==> config.mk <==
export PLATFORM = sky130hd
export DESIGN_NAME = touch_event_sampler_core
export DESIGN_NICKNAME = d
export VERILOG_FILES = /design/src/tes_pkg.sv /design/src/tes_scale.sv /design/src/touch_event_sampler_core.sv
export SDC_FILE = /design/constraint.sdc
export NUM_CORES = 1
export LEC_CHECK = 0
export CAP_MARGIN = 25
export CORE_ASPECT_RATIO = 0.7
export CORE_MARGIN = 2
export CORE_UTILIZATION = 65
export CTS_BUF_LIST = sky130_fd_sc_hd__clkbuf_2
export DETAILED_ROUTE_END_ITERATION = 12
export DONT_BUFFER_PORTS = 1
export GPL_TIMING_DRIVEN = 0
export MAX_ROUTING_LAYER = met4
export PLACE_DENSITY_LB_ADDON = 0.2
export SYNTH_ARGS = -nofsm -noshare
export SYNTH_HDL_FRONTEND = slang
export SYNTH_HIERARCHICAL = 1
export SYNTH_SLANG_ARGS = --single-unit
==> constraint.sdc <==
create_clock -name clk -period 13.2 [get_ports clk]
set_clock_uncertainty 0.2 [all_clocks]
set_input_delay 3.96 -clock clk [delete_from_list [all_inputs] [get_ports clk]]
set_output_delay 3.96 -clock clk [all_outputs]
set_load 0.05 [all_outputs]
==> src/tes_pkg.sv <==
// ----------------------------------------------------------------------------
// tes_pkg: shared types and constants for the touch event sampler
// Field widths and the request bundle passed to the per-axis scale units.
// ----------------------------------------------------------------------------
`default_nettype none

package tes_pkg;

  localparam int RAW_W = 12;   // raw converter sample
  localparam int SCR_W = 10;   // screen coordinate
  localparam int DIV_W = 16;   // serial divider width, holds raw*10 and step

  // Scale request: one start strobe plus the operands for one axis
  typedef struct packed {
    logic             start;
    logic [RAW_W-1:0] raw;
    logic [RAW_W-1:0] max_raw;
    logic [SCR_W-1:0] screen;
  } scale_req_t;

endpackage

`default_nettype wire

==> src/tes_scale.sv <==
// ----------------------------------------------------------------------------
// tes_scale: per-axis coordinate scaling
// step = (max_raw / screen) * 10, coord = clamp((raw * 10) / step - 10).
// Both divisions run bit-serially on one shared restoring divider.
// ----------------------------------------------------------------------------
`default_nettype none

module tes_scale import tes_pkg::*; (
  input  wire logic             clk,
  input  wire logic             rst,
  input  wire scale_req_t       req,
  output logic                  done,
  output logic [SCR_W-1:0]      coord
);

  typedef enum logic [2:0] {
    S_IDLE,
    S_DIV1,
    S_STEP,
    S_DIV2,
    S_FIN
  } state_t;

  state_t           state;
  logic [3:0]       cnt;
  logic [DIV_W-1:0] dq;       // dividend in, quotient out
  logic [DIV_W-1:0] rem;
  logic [DIV_W-1:0] dvsr;
  logic [RAW_W-1:0] raw_q;
  logic [SCR_W-1:0] screen_q;
  logic             scr_zero;
  logic             step_zero;

  // one restoring step
  logic [DIV_W:0]   rem_sh;
  logic [DIV_W:0]   rem_sub;
  logic             ge;
  logic [DIV_W-1:0] rem_next;
  logic [DIV_W-1:0] dq_next;

  always_comb begin
    rem_sh   = {rem, dq[DIV_W-1]};
    ge       = rem_sh >= {1'b0, dvsr};
    rem_sub  = rem_sh - {1'b0, dvsr};
    rem_next = ge ? rem_sub[DIV_W-1:0] : rem_sh[DIV_W-1:0];
    dq_next  = {dq[DIV_W-2:0], ge};
  end

  // x*10 as two shifted adds
  logic [DIV_W-1:0] step10;
  logic [DIV_W-1:0] raw10;
  assign step10 = {1'b0, dq[RAW_W-1:0], 3'b000} + {3'b000, dq[RAW_W-1:0], 1'b0};
  assign raw10  = {1'b0, raw_q, 3'b000} + {3'b000, raw_q, 1'b0};

  // clamp of quotient - 10 to 0..screen
  logic             q_low;
  logic [DIV_W-1:0] q_off;
  logic             q_over;
  assign q_low  = dq < DIV_W'(10);
  assign q_off  = dq - DIV_W'(10);
  assign q_over = q_off > {{(DIV_W-SCR_W){1'b0}}, screen_q};

  always_ff @(posedge clk) begin
    done <= 1'b0;
    if (rst) begin
      state <= S_IDLE;
      cnt   <= '0;
    end else begin
      unique case (state)
        S_IDLE: begin
          if (req.start) begin
            raw_q    <= req.raw;
            screen_q <= req.screen;
            scr_zero <= (req.screen == '0);
            dq       <= {req.max_raw, {(DIV_W-RAW_W){1'b0}}};
            rem      <= '0;
            dvsr     <= {{(DIV_W-SCR_W){1'b0}}, req.screen};
            cnt      <= 4'(RAW_W - 1);
            state    <= S_DIV1;
          end
        end
        S_DIV1: begin
          dq  <= dq_next;
          rem <= rem_next;
          cnt <= cnt - 4'd1;
          if (cnt == '0) state <= S_STEP;
        end
        S_STEP: begin
          // quotient of the first division sits in the low bits
          step_zero <= (dq[RAW_W-1:0] == '0);
          dvsr      <= step10;
          dq        <= raw10;
          rem       <= '0;
          cnt       <= 4'(DIV_W - 1);
          state     <= S_DIV2;
        end
        S_DIV2: begin
          dq  <= dq_next;
          rem <= rem_next;
          cnt <= cnt - 4'd1;
          if (cnt == '0) state <= S_FIN;
        end
        S_FIN: begin
          if (scr_zero)       coord <= '0;
          else if (step_zero) coord <= screen_q;
          else if (q_low)     coord <= '0;
          else if (q_over)    coord <= screen_q;
          else                coord <= q_off[SCR_W-1:0];
          done  <= 1'b1;
          state <= S_IDLE;
        end
        default: state <= S_IDLE;
      endcase
    end
  end

endmodule

`default_nettype wire

==> src/touch_event_sampler_core.sv <==
// ----------------------------------------------------------------------------
// touch_event_sampler_core: timer-sampled resistive touch press/release detector
// Accumulates tick time, samples pen state once per period, tracks the touch
// state and reports events with scaled X/Y coordinates.
// ----------------------------------------------------------------------------
// One item in, one item out. Each tick adds its elapsed time to a 32-bit
// saturating accumulator; when the accumulator reaches sample_period one period
// is taken off and the pen is sampled (due). Pen down stores the raw X/Y samples
// and moves untouched to touched; pen up moves touched to released and released
// to untouched; each change sets event_valid with its event_kind. Every result
// carries coordinates scaled from the stored raw samples with the current
// registers. After acceptance the item is accumulated and evaluated, then
// scaled by the two scale units (one per axis, in lockstep): each runs a
// 12-step and then a 16-step radix-2 restoring division, one quotient bit
// per cycle, with a setup before each division and a finish step, and the
// result is then handed over to the output register. in_stall is high from
// acceptance until the result is loaded into the output register, so no new
// item is taken before then; a loaded result may wait on out_stall while the
// next item is accepted. The user must write registers over the APB port
// only while idle; the block itself does not enforce this.
// ----------------------------------------------------------------------------
`default_nettype none

module touch_event_sampler_core import tes_pkg::*; #(
  parameter int SAMPLE_BITS = 12
) (
  input  wire logic             clk,
  input  wire logic             rst,
  // item in
  input  wire logic             in_valid,
  output logic                  in_stall,
  input  wire logic [15:0]      elapsed,
  input  wire logic             pen_down,
  input  wire logic [RAW_W-1:0] sample_x,
  input  wire logic [RAW_W-1:0] sample_y,
  // item out
  output logic                  out_valid,
  input  wire logic             out_stall,
  output logic                  due,
  output logic                  pressed,
  output logic                  event_valid,
  output logic [1:0]            event_kind,
  output logic [SCR_W-1:0]      coord_x,
  output logic [SCR_W-1:0]      coord_y,
  output logic [RAW_W-1:0]      raw_x,
  output logic [RAW_W-1:0]      raw_y,
  output logic [1:0]            touch_state,
  // configuration
  input  wire logic             psel,
  input  wire logic             penable,
  input  wire logic             pwrite,
  input  wire logic [4:0]       paddr,
  input  wire logic [31:0]      pwdata,
  output logic [31:0]           prdata,
  output logic                  pready
);

  // sample masking: keep SAMPLE_BITS, never more than the converter width
  localparam int KEEP_BITS = (SAMPLE_BITS < RAW_W) ? SAMPLE_BITS : RAW_W;
  localparam logic [RAW_W-1:0] SAMPLE_MASK = RAW_W'((32'd1 << KEEP_BITS) - 32'd1);

  // register map (word index)
  localparam logic [2:0] REG_MAX_RAW_X  = 3'd0;
  localparam logic [2:0] REG_MAX_RAW_Y  = 3'd1;
  localparam logic [2:0] REG_SCREEN_W   = 3'd2;
  localparam logic [2:0] REG_SCREEN_H   = 3'd3;
  localparam logic [2:0] REG_PERIOD     = 3'd4;

  // touch state codes
  localparam logic [1:0] PH_UNTOUCHED = 2'd0;
  localparam logic [1:0] PH_TOUCHED   = 2'd1;
  localparam logic [1:0] PH_RELEASED  = 2'd2;

  // event codes
  localparam logic [1:0] EV_TOUCHED   = 2'd0;
  localparam logic [1:0] EV_RELEASED  = 2'd1;
  localparam logic [1:0] EV_UNTOUCHED = 2'd2;

  typedef enum logic [2:0] {
    S_IDLE,
    S_ACC,
    S_EVAL,
    S_SCALE,
    S_OUT
  } state_t;

  // --------------------------------------------------------------------------
  // Configuration registers
  // --------------------------------------------------------------------------
  logic [RAW_W-1:0] max_raw_x;
  logic [RAW_W-1:0] max_raw_y;
  logic [SCR_W-1:0] screen_width;
  logic [SCR_W-1:0] screen_height;
  logic [15:0]      sample_period;

  logic       cfg_wr;
  logic [2:0] reg_idx;

  assign pready  = 1'b1;
  assign cfg_wr  = psel & penable & pwrite & pready;
  assign reg_idx = paddr[4:2];

  always_ff @(posedge clk) begin
    if (rst) begin
      max_raw_x     <= RAW_W'(3942);
      max_raw_y     <= RAW_W'(3853);
      screen_width  <= SCR_W'(320);
      screen_height <= SCR_W'(240);
      sample_period <= 16'd20;
    end else if (cfg_wr) begin
      unique case (reg_idx)
        REG_MAX_RAW_X: max_raw_x     <= pwdata[RAW_W-1:0];
        REG_MAX_RAW_Y: max_raw_y     <= pwdata[RAW_W-1:0];
        REG_SCREEN_W:  screen_width  <= pwdata[SCR_W-1:0];
        REG_SCREEN_H:  screen_height <= pwdata[SCR_W-1:0];
        REG_PERIOD:    sample_period <= pwdata[15:0];
        default: ;
      endcase
    end
  end

  always_comb begin
    unique case (reg_idx)
      REG_MAX_RAW_X: prdata = {{(32-RAW_W){1'b0}}, max_raw_x};
      REG_MAX_RAW_Y: prdata = {{(32-RAW_W){1'b0}}, max_raw_y};
      REG_SCREEN_W:  prdata = {{(32-SCR_W){1'b0}}, screen_width};
      REG_SCREEN_H:  prdata = {{(32-SCR_W){1'b0}}, screen_height};
      REG_PERIOD:    prdata = {16'd0, sample_period};
      default:       prdata = '0;
    endcase
  end

  // --------------------------------------------------------------------------
  // Tick processing
  // --------------------------------------------------------------------------
  state_t           state;
  logic [31:0]      time_accum;
  logic [1:0]       phase;
  logic [RAW_W-1:0] stored_raw_x;
  logic [RAW_W-1:0] stored_raw_y;

  // latched item
  logic [15:0]      elapsed_q;
  logic             pen_q;
  logic [RAW_W-1:0] sx_q;
  logic [RAW_W-1:0] sy_q;

  // per-tick flags
  logic             due_q;
  logic             pressed_q;
  logic             ev_q;
  logic [1:0]       kind_q;
  logic             scale_go;

  logic             in_acc;
  logic [32:0]      acc_sum;
  logic [32:0]      acc_diff;
  logic             acc_due;

  assign in_stall = (state != S_IDLE);
  assign in_acc   = in_valid & ~in_stall;
  assign acc_sum  = {1'b0, time_accum} + {17'd0, elapsed_q};
  // no borrow means accumulator >= period; a zero period always passes
  assign acc_diff = {1'b0, time_accum} - {17'd0, sample_period};
  assign acc_due  = ~acc_diff[32];

  // scale units, one per axis
  scale_req_t       req_x;
  scale_req_t       req_y;
  logic             done_x;
  logic             done_y;
  logic [SCR_W-1:0] cx;
  logic [SCR_W-1:0] cy;

  assign req_x = '{start: scale_go, raw: stored_raw_x, max_raw: max_raw_x,
                   screen: screen_width};
  assign req_y = '{start: scale_go, raw: stored_raw_y, max_raw: max_raw_y,
                   screen: screen_height};

  tes_scale u_scale_x (
    .clk   (clk),
    .rst   (rst),
    .req   (req_x),
    .done  (done_x),
    .coord (cx)
  );

  tes_scale u_scale_y (
    .clk   (clk),
    .rst   (rst),
    .req   (req_y),
    .done  (done_y),
    .coord (cy)
  );

  always_ff @(posedge clk) begin
    if (rst) begin
      state        <= S_IDLE;
      time_accum   <= '0;
      phase        <= PH_UNTOUCHED;
      stored_raw_x <= '0;
      stored_raw_y <= '0;
      scale_go     <= 1'b0;
      out_valid    <= 1'b0;
    end else begin
      scale_go <= 1'b0;
      if (out_valid && !out_stall) out_valid <= 1'b0;

      unique case (state)
        S_IDLE: begin
          if (in_acc) begin
            elapsed_q <= elapsed;
            pen_q     <= pen_down;
            sx_q      <= sample_x & SAMPLE_MASK;
            sy_q      <= sample_y & SAMPLE_MASK;
            state     <= S_ACC;
          end
        end
        S_ACC: begin
          // saturating add
          time_accum <= acc_sum[32] ? 32'hFFFF_FFFF : acc_sum[31:0];
          state      <= S_EVAL;
        end
        S_EVAL: begin
          due_q     <= acc_due;
          pressed_q <= 1'b0;
          ev_q      <= 1'b0;
          kind_q    <= EV_TOUCHED;
          if (acc_due) begin
            time_accum <= acc_diff[31:0];
            if (pen_q) begin
              stored_raw_x <= sx_q;
              stored_raw_y <= sy_q;
              pressed_q    <= 1'b1;
              if (phase != PH_TOUCHED && phase != PH_RELEASED) begin
                phase  <= PH_TOUCHED;
                ev_q   <= 1'b1;
                kind_q <= EV_TOUCHED;
              end
            end else if (phase == PH_TOUCHED) begin
              phase  <= PH_RELEASED;
              ev_q   <= 1'b1;
              kind_q <= EV_RELEASED;
            end else if (phase == PH_RELEASED) begin
              phase  <= PH_UNTOUCHED;
              ev_q   <= 1'b1;
              kind_q <= EV_UNTOUCHED;
            end
          end
          scale_go <= 1'b1;
          state    <= S_SCALE;
        end
        S_SCALE: begin
          if (done_x) state <= S_OUT;
        end
        S_OUT: begin
          if (!out_valid || !out_stall) begin
            out_valid   <= 1'b1;
            due         <= due_q;
            pressed     <= pressed_q;
            event_valid <= ev_q;
            event_kind  <= kind_q;
            coord_x     <= cx;
            coord_y     <= cy;
            raw_x       <= stored_raw_x;
            raw_y       <= stored_raw_y;
            touch_state <= phase;
            state       <= S_IDLE;
          end
        end
        default: state <= S_IDLE;
      endcase
    end
  end

  // --------------------------------------------------------------------------
  // Assertions
  // --------------------------------------------------------------------------

  // both axes run the same cycle count
  a_scale_lockstep: assert property (@(posedge clk) disable iff (rst)
    done_x == done_y)
    else $error("scale units out of step");

  // touch state only moves in the evaluate cycle
  a_phase_hold: assert property (@(posedge clk) disable iff (rst)
    (!$past(rst) && $past(state) != S_EVAL) |-> $stable(phase))
    else $error("touch state changed outside evaluation");

  // a tick that is not due reports nothing
  a_not_due_quiet: assert property (@(posedge clk) disable iff (rst)
    (out_valid && !due) |-> (!pressed && !event_valid))
    else $error("press or event without a due sample");

  // a release event leaves the released state visible
  a_release_state: assert property (@(posedge clk) disable iff (rst)
    (out_valid && event_valid && event_kind == EV_RELEASED)
      |-> (touch_state == PH_RELEASED))
    else $error("release event with wrong touch state");

endmodule

`default_nettype wire

==> results.md <==
* Status: finished clean
* TritonCTS Buffers at 93
* Worst-path clk slew at 0.11 ns
* Ports at 171
* Syn Std Cell Area at 22200 um^2
* Unrepaired setup endpoints after global routing: no
* Power per cell area at 149 nW/um^2
* Nets@finish at about 2600
* Maximum clock frequency at between 90 and 100 MHz
* Worst min path class: reg2reg
* Fin. max-slew vios at 0
* Global-route wire length before repair at 93300 um
* Synthesis-to-layout area growth at 8.12%
* RD Place Congestion at about 0.99
* Number of global-route vias before repair at around 17000
* Critical path data required time at around 9 ns
* Pint at 2240 uW
* WHS Path Cells at 0
* Reg2Reg Depth at 13
* Max cap viols at 0
* Wire per inst at 20.6 um
* Syn Inst Count at 2241
* Worst path arrival time at 6.07 ns
* Initial Util at 0.661
* Fin util at 0.715
* Post-CTS sizing at 0
* CTS tree: done
* # setup viols final at 0
* DR vias/cell at about 6.3
* Dpl hpwl at 45000 um
* Fraction of layout cells with a size suffix above 1 at 0.113
* Die area at 35700 um^2
* Yosys warns at 6
* Fillers at 2533
* Worst Path Max Fanout at 10
* Hold Fails Final Rpt at 0
* Tot GR Track Use at 0.345
* DR pass1 iterations at 6
* Post-route ant nets at 0
* Initial antenna violation count at 3
* # hold bufs at CTS at 0
* Critical path class: in2out
* Clock buffer depth at 3
* Switching power at 1350 uW
* Die span in y at 159 um
* Fin crit period at 10.23 ns
* Lkg Pwr at between 0.009 and 0.01 uW
* Worst rel slew slack at 0.279
* Combinational Power Share at 0.341
* Largest net degree at the start of global routing at 33
* Crit end category: primary output
* Flop pwr share at 0.429
* Skew-Pair Late Insertion Delay at 1.06 ns
* Post-CTS Setup Bufs at 0
* Core footprint at 33600 um^2
* CP Launch Type: primary input
* CTS root buf: clkbuf_2
* Worst-Margin Slew at between 1 and 1.5 ns
* DR vias at 18191
* Row count at 56
* Clock power frac at 0.230
* DRC at 0
* Initial DRC Count at 1956
* Worst R2R Setup Slack at approximately 8.6 ns
* Syn avg cell area at between 9 and 10 um^2
* Port Buffer Count at 0
* TNS Setup at 0 ns
* Sw Share at 0.376
* DIE WIDTH at between 200 and 250 um
* Routed WL at 59700 um
* VDD IR max at 0.0865 mV
* Clock sinks at 399
* H-tree levels at 3
* Fin crit share at 0.775
* GRT overflow at 0
per-stage QoR:
stage / hold slack [ns] / std cells / worst slack, ns / power (uW) / cell area, um^2
6_report: 0.210 / 2892 / 2.97 / 3580 / 24100
5_1_grt: 0.239 / 2892 / 2.83 / 3780 / 24100
4_1_cts: 0.217 / 2888 / 3.00 / 3560 / 24000
3_5_place_dp: 0.205 / 2716 / 3.00 / 2740 / 23100
3_3_place_gp: 0.201 / 2691 / 1.61 / 2690 / 22800
2_1_floorplan: 0.200 / 2256 / 3.31 / 2450 / 22300
final cells by class:
class	instances	area, um^2	area share
Clock inverter	32	191	0.00796
Tap cell	435	544	0.0226
Buffer	100	531	0.0221
Sequential cell	399	10600	0.441
Antenna cell	3	7.51	0.000312
Multi-Input combinational cell	1637	10800	0.448
Timing Repair Buffer	26	258	0.0107
Inverter	120	450	0.0187
Clock buffer	140	701	0.0291
power by group through the flow:
stage / Combinational, uW / Clock [uW] / Sequential, uW
floorplan: 918 / 0 / 1530
global placement: 1130 / 0 / 1560
detailed placement: 1190 / 0 / 1560
global route: 1340 / 897 / 1540
finish: 1220 / 823 / 1540
CTS: 1190 / 835 / 1530
worst max-delay path, stage by stage:
cell     delay, ns
buf_1         0.49
buf_1         0.49
mux2i_1       0.16
nor2_1        0.10
a21oi_1       0.05
nor2_1        0.82
path summary, 6_finish.rpt:
check	startpoint	end
worst min-delay path	u_scale_y/coord[2]	coord_y[2]
worst max register to register	u_scale_y/dq[2]	u_scale_y/coord[7]
worst min register to register	u_scale_y/coord[2]	coord_y[2]
worst max-delay path	paddr[4]	prdata[11]
cells in the final DEF, fill, tap and decap left out, types with 19 or more instances in the layout:
cell type and instances:
o21ai_0 103, a21o_1 22, clkbuf_2 140, inv_1 117
xnor2_1 54, a211oi_1 23, nor3_1 34, xor2_1 44
nand2b_1 25, o22ai_1 38, nor2b_1 36, nand3_1 36
nand3b_1 19, a21oi_1 186, buf_4 34, nand4_1 22
nor2_1 187, dfxtp_1 138, edfxtp_1 261, mux2i_1 55
clkbuf_1 59, nand2_1 268, ha_1 133, clkinv_1 22
nor4_1 23
registers in the layout, indices dropped and copies added (netlist names), 12 cells and up:
name,flops
time_accum,32
elapsed_q,16
sample_period,16
u_scale_x/dq,16
u_scale_x/dvsr,16
u_scale_x/rem,16
u_scale_y/dq,16
u_scale_y/dvsr,16
u_scale_y/rem,16
max_raw_x,12
max_raw_y,12
raw_x,12
raw_y,12
stored_raw_x,12
stored_raw_y,12
sx_q,12
sy_q,12
u_scale_x/raw_q,12
u_scale_y/raw_q,12
routing by layer:
layer	wire, um	GRT usage	part of all wire	vias up
met5	0	-	0	-
met4	2460	0.150	0.041	0
met1	25700	0.482	0.43	8495
met3	6340	0.0762	0.11	170
li1	-	-	-	8531
met2	25200	0.482	0.42	995
No activity file was read; power rests on OpenSTA's default activity.
